--- src/rtl/ntfsdr_pkg.sv ---
// Shared types and constants for the NTFS run-list decoder.
// No dependencies; imported by ntfsdr_decode and the top level.
package ntfsdr_pkg;

    // Result kinds
    localparam logic [1:0] KIND_RUN   = 2'd0;
    localparam logic [1:0] KIND_END   = 2'd1;
    localparam logic [1:0] KIND_TRUNC = 2'd2;

    // Configuration port geometry: registers on 8-byte spacing, 64-bit data
    localparam int ADDR_W = 4;
    localparam int DATA_W = 64;
    localparam int SPC_W  = 13;

    localparam logic [SPC_W-1:0] SPC_RESET = 13'd8;

    // Register index as seen on paddr[3]
    localparam logic REG_VOLUME_START        = 1'b0;
    localparam logic REG_SECTORS_PER_CLUSTER = 1'b1;

    // Decoded beat handed from the byte decoder to the arithmetic stages
    typedef struct packed {
        logic        cand;   // completed non-sparse run, count still to check
        logic        endv;   // an end report follows the run
        logic [1:0]  endk;   // kind of that end report
        logic [63:0] clus;   // cluster count of the run
        logic [63:0] lcn;    // running LCN after the delta
    } t_run;

endpackage

--- src/rtl/ntfs_data_run_decoder_unit.sv ---
// Top level of the NTFS run-list decoder: config registers, multiply and add stages,
// output sequencing. Depends on ntfsdr_pkg and ntfsdr_decode.
//
// Usage:
//   Input channel (i_in_valid / o_in_ready) carries one run-list byte per beat with
//   i_list_last marking the final byte of a list. Output channel (o_out_valid /
//   i_out_ready) carries decoded runs (start sector, sector count) and end reports
//   (kind END or TRUNC, zero payload). o_last_of_run flags the last result that a
//   given input byte produced; a byte yields zero, one or two results.
//   Configuration goes through the APB port: volume_start_sector at 0x0,
//   sectors_per_cluster at 0x8 (13 bits). Write it only while the block is idle.
// Pipeline: an accepted byte passes through decode, multiply and add, then the
//   output register.
// Throughput: one byte per cycle while i_out_ready holds. Bytes with no result
//   leave no trace in the stages; a byte with two results occupies the output
//   register for both. The output register sets the rate, one result per ready cycle.
// Reset: synchronous, active low; clears run-list state and all stage valids,
//   volume start to 0 and sectors per cluster to 8.
// Stall: each stage holds while the one below is full and blocked, so empty
//   stages keep absorbing bytes while a finished result waits to be taken.
module ntfs_data_run_decoder_unit import ntfsdr_pkg::*; (
    input  logic              i_clk,
    input  logic              i_rst_n,
    // input byte stream
    input  logic              i_in_valid,
    output logic              o_in_ready,
    input  logic [7:0]        i_run_byte,
    input  logic              i_list_last,
    // result stream
    output logic              o_out_valid,
    input  logic              i_out_ready,
    output logic [63:0]       o_start_sector,
    output logic [63:0]       o_sector_count,
    output logic [1:0]        o_kind,
    output logic              o_last_of_run,
    // configuration port
    input  logic              psel,
    input  logic              penable,
    input  logic              pwrite,
    input  logic [ADDR_W-1:0] paddr,
    input  logic [DATA_W-1:0] pwdata,
    output logic [DATA_W-1:0] prdata,
    output logic              pready
);

    // configuration registers
    logic [63:0]      r_vol;
    logic [SPC_W-1:0] r_spc;

    // stage A (decoder output)
    logic             a_valid;
    t_run             a_run;

    // stage B: partial products
    logic             r_b_valid;
    logic             r_b_cand;
    logic             r_b_endv;
    logic [1:0]       r_b_endk;
    logic [44:0]      r_b_cl;
    logic [31:0]      r_b_ch;
    logic [44:0]      r_b_ll;
    logic [31:0]      r_b_lh;

    // stage C: full sums
    logic             r_c_valid;
    logic             r_c_cand;
    logic             r_c_endv;
    logic [1:0]       r_c_endk;
    logic [63:0]      r_c_count;
    logic [63:0]      r_c_start;

    // stage D: output register, up to two pending results
    logic             r_d_run;
    logic             r_d_end;
    logic [1:0]       r_d_endk;
    logic [63:0]      r_d_start;
    logic [63:0]      r_d_count;

    logic             accept;
    logic             cfg_write;
    logic             d_done;
    logic             d_free;
    logic             c_free;
    logic             b_free;
    logic             a_free;

    // ---------------- configuration ----------------
    assign pready    = 1'b1;
    assign cfg_write = psel && penable && pwrite;

    always_ff @(posedge i_clk) begin
        if (!i_rst_n) begin
            r_vol <= 64'd0;
            r_spc <= SPC_RESET;
        end else if (cfg_write) begin
            // register select is paddr[3]; low address bits are don't-care
            if (paddr[3] == REG_VOLUME_START) begin
                r_vol <= pwdata;
            end else begin
                r_spc <= pwdata[SPC_W-1:0];
            end
        end
    end

    assign prdata = (paddr[3] == REG_SECTORS_PER_CLUSTER) ?
                    {{(DATA_W-SPC_W){1'b0}}, r_spc} : r_vol;

    // ---------------- flow control ----------------
    // An item leaves D once its last result goes out.
    assign o_out_valid = r_d_run || r_d_end;
    assign d_done      = o_out_valid && i_out_ready && !(r_d_run && r_d_end);
    assign d_free      = !o_out_valid || d_done;
    assign c_free      = !r_c_valid || d_free;
    assign b_free      = !r_b_valid || c_free;
    assign a_free      = !a_valid || b_free;
    assign o_in_ready  = a_free;
    assign accept      = i_in_valid && a_free;

    // ---------------- stage A: byte decode ----------------
    ntfsdr_decode u_decode (
        .i_clk       (i_clk),
        .i_rst_n     (i_rst_n),
        .i_accept    (accept),
        .i_load      (a_free),
        .i_run_byte  (i_run_byte),
        .i_list_last (i_list_last),
        .o_valid     (a_valid),
        .o_run       (a_run)
    );

    // ---------------- stage B: split 64x13 multiplies ----------------
    // Low halves keep the full product, high halves only the bits below 2^64.
    always_ff @(posedge i_clk) begin
        if (!i_rst_n) begin
            r_b_valid <= 1'b0;
        end else if (b_free) begin
            r_b_valid <= a_valid;
        end
    end

    always_ff @(posedge i_clk) begin
        if (b_free) begin
            r_b_cand <= a_run.cand;
            r_b_endv <= a_run.endv;
            r_b_endk <= a_run.endk;
            r_b_cl   <= {13'd0, a_run.clus[31:0]} * {32'd0, r_spc};
            r_b_ch   <= a_run.clus[63:32] * {19'd0, r_spc};
            r_b_ll   <= {13'd0, a_run.lcn[31:0]} * {32'd0, r_spc};
            r_b_lh   <= a_run.lcn[63:32] * {19'd0, r_spc};
        end
    end

    // ---------------- stage C: recombine and add volume start ----------------
    always_ff @(posedge i_clk) begin
        if (!i_rst_n) begin
            r_c_valid <= 1'b0;
        end else if (c_free) begin
            r_c_valid <= r_b_valid;
        end
    end

    always_ff @(posedge i_clk) begin
        if (c_free) begin
            r_c_cand  <= r_b_cand;
            r_c_endv  <= r_b_endv;
            r_c_endk  <= r_b_endk;
            r_c_count <= {19'd0, r_b_cl} + {r_b_ch, 32'd0};
            r_c_start <= r_vol + {19'd0, r_b_ll} + {r_b_lh, 32'd0};
        end
    end

    // ---------------- stage D: output register ----------------
    // Drop runs whose sector count came out zero; hold the end
    // report behind the run result when a byte gave both.
    always_ff @(posedge i_clk) begin
        if (!i_rst_n) begin
            r_d_run <= 1'b0;
            r_d_end <= 1'b0;
        end else if (d_free) begin
            r_d_run <= r_c_valid && r_c_cand && (r_c_count != 64'd0);
            r_d_end <= r_c_valid && r_c_endv;
        end else if (o_out_valid && i_out_ready) begin
            // first of two results taken: advance to the end report
            r_d_run <= 1'b0;
        end
    end

    always_ff @(posedge i_clk) begin
        if (d_free) begin
            r_d_endk  <= r_c_endk;
            r_d_start <= r_c_start;
            r_d_count <= r_c_count;
        end
    end

    assign o_start_sector = r_d_run ? r_d_start : 64'd0;
    assign o_sector_count = r_d_run ? r_d_count : 64'd0;
    assign o_kind         = r_d_run ? KIND_RUN : r_d_endk;
    assign o_last_of_run  = !(r_d_run && r_d_end);

    // ---------------- assertions ----------------
    a_end_zero_payload: assert property (@(posedge i_clk) disable iff (!i_rst_n)
        o_out_valid && o_kind != KIND_RUN |-> o_start_sector == 64'd0 && o_sector_count == 64'd0)
        else $error("end report carries nonzero payload");

    a_run_nonzero: assert property (@(posedge i_clk) disable iff (!i_rst_n)
        o_out_valid && o_kind == KIND_RUN |-> o_sector_count != 64'd0)
        else $error("run result with zero sector count");

    a_pair_order: assert property (@(posedge i_clk) disable iff (!i_rst_n)
        r_d_run && r_d_end && i_out_ready |=> !r_d_run && r_d_end)
        else $error("end report lost after paired run result");

    a_ready_when_empty: assert property (@(posedge i_clk) disable iff (!i_rst_n)
        !a_valid && !r_b_valid && !r_c_valid |-> o_in_ready)
        else $error("input blocked with empty stages");

endmodule

--- src/rtl/ntfsdr_decode.sv ---
// Byte decoder of the NTFS run-list decoder: run-list state and first stage.
// Depends on ntfsdr_pkg.
module ntfsdr_decode import ntfsdr_pkg::*; (
    input  logic       i_clk,
    input  logic       i_rst_n,
    input  logic       i_accept,
    input  logic       i_load,
    input  logic [7:0] i_run_byte,
    input  logic       i_list_last,
    output logic       o_valid,
    output t_run       o_run
);

    localparam logic [1:0] PH_HEADER = 2'd0;
    localparam logic [1:0] PH_COUNT  = 2'd1;
    localparam logic [1:0] PH_DELTA  = 2'd2;

    logic [1:0]  r_phase, n_phase;
    logic [3:0]  r_len, n_len;
    logic [3:0]  r_off, n_off;
    logic [3:0]  r_pos, n_pos;
    logic [63:0] r_clus, n_clus;
    logic [63:0] r_delta, n_delta;
    logic [63:0] r_lcn, n_lcn;
    logic        r_fin, n_fin;
    logic        r_valid;
    t_run        r_run;

    t_run        item;
    logic        done;
    logic        clear;
    logic [3:0]  pos_inc;
    logic [63:0] ins;
    logic [63:0] delta_ins;
    logic [63:0] ext_mask;

    always_comb begin
        for (int k = 0; k < 8; k++) begin
            ext_mask[8*k +: 8] = (4'(k) >= r_off) ? 8'hFF : 8'h00;
        end
    end

    always_comb begin
        n_phase   = r_phase;
        n_len     = r_len;
        n_off     = r_off;
        n_pos     = r_pos;
        n_clus    = r_clus;
        n_delta   = r_delta;
        n_lcn     = r_lcn;
        n_fin     = r_fin;
        done      = 1'b0;
        clear     = 1'b0;
        item      = '0;
        item.endk = KIND_END;
        pos_inc   = r_pos + 4'd1;
        // bytes past the eighth of a field drop out
        ins       = r_pos[3] ? 64'd0 : ({56'd0, i_run_byte} << {r_pos[2:0], 3'b000});
        delta_ins = r_delta | ins;

        if (r_fin) begin
            // skip everything up to and including the last byte of the list
            clear = i_list_last;
        end else if (r_phase == PH_COUNT || r_phase == PH_DELTA) begin
            if (r_phase == PH_COUNT) begin
                n_clus = r_clus | ins;
                n_pos  = pos_inc;
                if (pos_inc >= r_len) begin
                    n_pos = 4'd0;
                    if (r_off != 4'd0) begin
                        n_phase = PH_DELTA;
                    end else begin
                        done = 1'b1;
                    end
                end
            end else begin
                n_delta = delta_ins;
                n_pos   = pos_inc;
                if (pos_inc >= r_off) begin
                    // sign-extend from the field's last byte when it is short
                    if (!r_off[3] && i_run_byte[7]) begin
                        n_delta = delta_ins | ext_mask;
                    end
                    done = 1'b1;
                end
            end
            if (done) begin
                n_phase = PH_HEADER;
                n_pos   = 4'd0;
                if (r_off != 4'd0) begin
                    n_lcn     = r_lcn + n_delta;
                    item.cand = 1'b1;
                    item.clus = n_clus;
                    item.lcn  = r_lcn + n_delta;
                end
            end
            if (i_list_last) begin
                item.endv = 1'b1;
                item.endk = done ? KIND_END : KIND_TRUNC;
                clear     = 1'b1;
            end
        end else begin
            if (i_run_byte == 8'h00) begin
                item.endv = 1'b1;
                item.endk = KIND_END;
                if (i_list_last) begin
                    clear = 1'b1;
                end else begin
                    n_fin = 1'b1;
                end
            end else begin
                n_len   = i_run_byte[3:0];
                n_off   = i_run_byte[7:4];
                n_pos   = 4'd0;
                n_clus  = 64'd0;
                n_delta = 64'd0;
                n_phase = (i_run_byte[3:0] != 4'd0) ? PH_COUNT : PH_DELTA;
                if (i_list_last) begin
                    item.endv = 1'b1;
                    item.endk = KIND_TRUNC;
                    clear     = 1'b1;
                end
            end
        end

        if (clear) begin
            n_phase = PH_HEADER;
            n_len   = 4'd0;
            n_off   = 4'd0;
            n_pos   = 4'd0;
            n_clus  = 64'd0;
            n_delta = 64'd0;
            n_lcn   = 64'd0;
            n_fin   = 1'b0;
        end
    end

    always_ff @(posedge i_clk) begin
        if (!i_rst_n) begin
            r_phase <= PH_HEADER;
            r_len   <= 4'd0;
            r_off   <= 4'd0;
            r_pos   <= 4'd0;
            r_clus  <= 64'd0;
            r_delta <= 64'd0;
            r_lcn   <= 64'd0;
            r_fin   <= 1'b0;
            r_valid <= 1'b0;
        end else begin
            if (i_accept) begin
                r_phase <= n_phase;
                r_len   <= n_len;
                r_off   <= n_off;
                r_pos   <= n_pos;
                r_clus  <= n_clus;
                r_delta <= n_delta;
                r_lcn   <= n_lcn;
                r_fin   <= n_fin;
            end
            if (i_load) begin
                r_valid <= i_accept && (item.cand || item.endv);
            end
        end
    end

    always_ff @(posedge i_clk) begin
        if (i_load) begin
            r_run <= item;
        end
    end

    assign o_valid = r_valid;
    assign o_run   = r_run;

endmodule

--- config.mk ---
export PLATFORM = sky130hd
export DESIGN_NAME = ntfs_data_run_decoder_unit
export DESIGN_NICKNAME = d
export VERILOG_FILES = /design/src/rtl/ntfsdr_pkg.sv /design/src/rtl/ntfs_data_run_decoder_unit.sv /design/src/rtl/ntfsdr_decode.sv
export SDC_FILE = /design/constraint.sdc
export NUM_CORES = 2
export LEC_CHECK = 0
export BUFFER_PORTS_ARGS = -buffer_cell sky130_fd_sc_hd__clkbuf_2
export CORE_AREA = 2 2 381 383
export DETAILED_ROUTE_END_ITERATION = 16
export DIE_AREA = 0 0 383 385
export PLACE_DENSITY = 0.86
export SETUP_SLACK_MARGIN = 0.2
export SLEW_MARGIN = 5
export SYNTH_ARGS = -nofsm -noshare
export SYNTH_HDL_FRONTEND = slang
export SYNTH_SLANG_ARGS = --single-unit
--- constraint.sdc ---
create_clock -name i_clk -period 6.4 [get_ports i_clk]
set_input_delay 0.64 -clock i_clk [delete_from_list [all_inputs] [get_ports i_clk]]
set_output_delay 0.64 -clock i_clk [all_outputs]
set_load 0.005 [all_outputs]
==> metrics.md <==
| Metric | Value |
|---|---|
| Initial Util | 58.9% |
| Syn Inst Count | 8879 |
| DRC errors left | 0 |
| Synth Flop Type | edfxtp_1 |
| Antenna Violating Nets Remaining | 0 |
| Die Span X | 383 um |
| Synth Net Count | 10600 |
| Reg clk slew, reported paths | 0.07 ns |
| CP Capture Type | flip-flop |
| Worst-path fanout max | 14 |
| Fin crit share | 96.1% |
| Synth unique cells | 86 |
| Overall Global Routing Usage | 28.2% |
| CTS root buf | clkbuf_16 |
| Post-DP HPWL | 156000 um |
| Final Power | 12300 uW |
| Type of the worst min-delay path | in2reg |
| Setup violations, final | 0 |
| Clk_skew | 0.0264 ns |
| Synth Register Bits | 841 |
| H-tree level count | 3 |
| 1st-iter DRT viols | 5922 |
| Required time worst endpoint | 6.86 ns |
| Worst-skew pair later-pin latency | 0.74 ns |
| Global-route wire length before repair | 334000 um |
| Status | finished, final reports clean |
| Non-Filler Instances | 11100 |
| MaxCap Viol Count | 0 |
| # rows | 139 |
| Vias in the first global route | 66100 |
| Worst Hold Margin | 0.142 ns |
| Depth of the most critical reg-to-reg path | 25 |
| RSZ-0062 raised after global routing | true |
| Vias | 64300 |
| Clk buf depth | 3 |
| Largest stage delay, worst path | 0.50 ns |
| Critical path startpoint category | flip-flop |
| Final Critical Period | 6.15 ns |
| Most frequent CP cell | inv_1 |
| Vias per std cell | 5.79 |
| CORE AREA | 0.143 mm2 |
| FFs w/ async S/R, synth | 0% |
| # IOs | 282 |
| Final #Nets | 10900 |
| Area Growth Syn to Fin | 10.9% |
| Seq/Total Area, Yosys | 26.5% |
| Synth Cell Area | 0.0843 mm2 |
| DP Worst Slack | -0.176 ns |
| Initial antenna violation count | 7 |
| Post-layout worst setup margin | 0.252 ns |
| Port Buffer Count | 277 |
| Pre-Repair DR Iteration Count | 9 |
| Leak pwr | 0.0443 uW |
| CP arrival | 6.61 ns |
| Mapped Avg Cell Area | 9.49 um2 |
| Slowest CP cell | fa_1 |
| Hold depth | 3 |
| Hold_buf cts | 0 |
| Power Density | 132 mW/mm2 |
| WL final | 218000 um |
| Share of layout cells above drive strength 1 | 10.4% |
| Worst vdd ir | 0.220 mV |
| Post-layout util | 65.3% |
| Routability congestion estimate | 0.929 |
| Die height | 385 um |
| Max Transition Viols Final | 0 |
| Die area | 0.147 mm2 |
| Slew Limit Headroom | 14.9% |
| Wire per inst | 19.6 um |
| Sink Count | 841 |
| Placed instance count | 10800 |
| Total congestion overflow | 0 |
| Max Fclk | 163 MHz |
| TritonCTS clock tree | done |
| Post-synth EDFFs | 552 |
| YS warnings | 0 |
| Final Hold Violating Endpoints | 0 |
| Tightest Pin Transition | 1.27 ns |
| Most common cell after layout, fill and taps aside | inv_1 |
| Cts bufs inserted | 89 |
| Crit path kind | reg2reg |
| Largest net degree at the start of global routing | 104 |
| Highest-count cells in the layout ignoring fill and taps | inv_1 (1382), nand2_1 (1281), fa_1 (1186) |
-- cells by family after synthesis --
| group | Yosys count | share of synthesized area [%] |
|---|---|---|
| multiplexers | 14 | 0.186 |
| buffers and inverters | 1860 | 8.31 |
| adder cells (fa/ha/maj) | 1675 | 35.5 |
| flip-flops | 841 | 26.5 |
| XOR/XNOR | 315 | 3.27 |
| AND/OR/NAND/NOR | 2905 | 16.6 |
| AO/OA/AOI/OAI | 1268 | 9.59 |
| other | 1 | 0.00445 |
-- synth_stat cells, drive strengths merged (9+ instances only) --
cell / n / area (um2)
a31oi: 28 / 203
or2: 17 / 106
inv: 1385 / 5200
nand4: 37 / 231
xnor2: 212 / 1860
a21o: 160 / 1200
nor3b: 13 / 97.6
dfxtp: 289 / 5790
o31ai: 12 / 90.1
a21oi: 493 / 2470
and2: 781 / 4890
buf: 29 / 129
o31a: 12 / 105
mux2: 13 / 146
a21boi: 154 / 1160
o21ai: 159 / 796
o21bai: 93 / 698
nor3: 84 / 440
or3: 16 / 100
and3: 39 / 244
nand3: 60 / 300
nor2b: 134 / 838
xor2: 103 / 902
o21a: 43 / 323
nand2: 1286 / 4830
a211oi: 19 / 148
a211o: 9 / 78.8
nand2b: 43 / 269
nor2: 345 / 1290
nor4: 26 / 178
fa: 1190 / 23800
edfxtp: 552 / 16600
ha: 484 / 6060
a41oi: 10 / 87.6
clkbuf: 446 / 1670
-- layer usage --
metal	vias up	global-route usage, %	wire length (um)
met1	31700	36.5	83100
met3	747	5.40	22000
met2	3344	47.1	103000
met5	-	0	34
met4	6	11.1	9300
li1	28400	-	-
-- final timing paths --
kind                                           from           to  slack, ns
worst max-delay path                       r_spc[2]   r_b_cl[44]       0.25
worst max register to register             r_spc[2]   r_b_cl[44]       0.25
worst min register to register  u_decode.o_run[128]  r_b_endk[0]       0.41
worst min-delay path                     pwdata[54]    r_vol[54]       0.14
-- repair_timing --
| item | in CTS | in global routing |
|---|---|---|
| resized for setup | 26 | 165 |
| gates cloned | 0 | 13 |
| setup endpoints to repair | 24 | 64 |
| setup buffers | 18 | 91 |
| pin swaps | 2 | 60 |
-- critical path, delay by kind of cell (launching register included) --
| family | cells | cell delay (ns) |
|---|---|---|
| AO/OA/AOI/OAI | 9 | 1.94 |
| XOR/XNOR | 1 | 0.10 |
| adder cells (fa/ha/maj) | 6 | 2.39 |
| buffers and inverters | 7 | 0.77 |
| flip-flops | 1 | 0.42 |
| AND/OR/NAND/NOR | 2 | 0.26 |
-- cell type report --
type,count,area (um2)
Sequential cell,841,22400
Clock buffer,122,2500
Timing Repair Buffer,616,4840
Tap cell,1903,2380
Antenna cell,3,7.51
Clock inverter,45,532
Multi-Input combinational cell,6178,55600
Fill cell,10200,49700
Inverter,1385,5210
-- per-stage QoR --
stage	setup TNS (ns)	cell area (um2)
finish	0	93500
global route	0	93500
CTS	0	91600
detailed placement	-0.301	88300
global placement	0	88300
floorplan	0	84300
-- registers in the layout (all words and copies together), names as in the netlist, 45 cells and up --
signal and cells:
r_b_cl 45, r_b_ll 45, r_c_count 64, r_c_start 64, r_d_count 64, r_d_start 64, r_vol 64, u_decode.o_run 132
u_decode.r_clus 64, u_decode.r_delta 64, u_decode.r_lcn 64
-- report_power, final --
part           internal (uW)  switching, uW
Combinational            371            677
Clock                   3060           2330
Sequential              5820           68.6
Total                   9250           3080
Power figures use the tool's default switching activity.
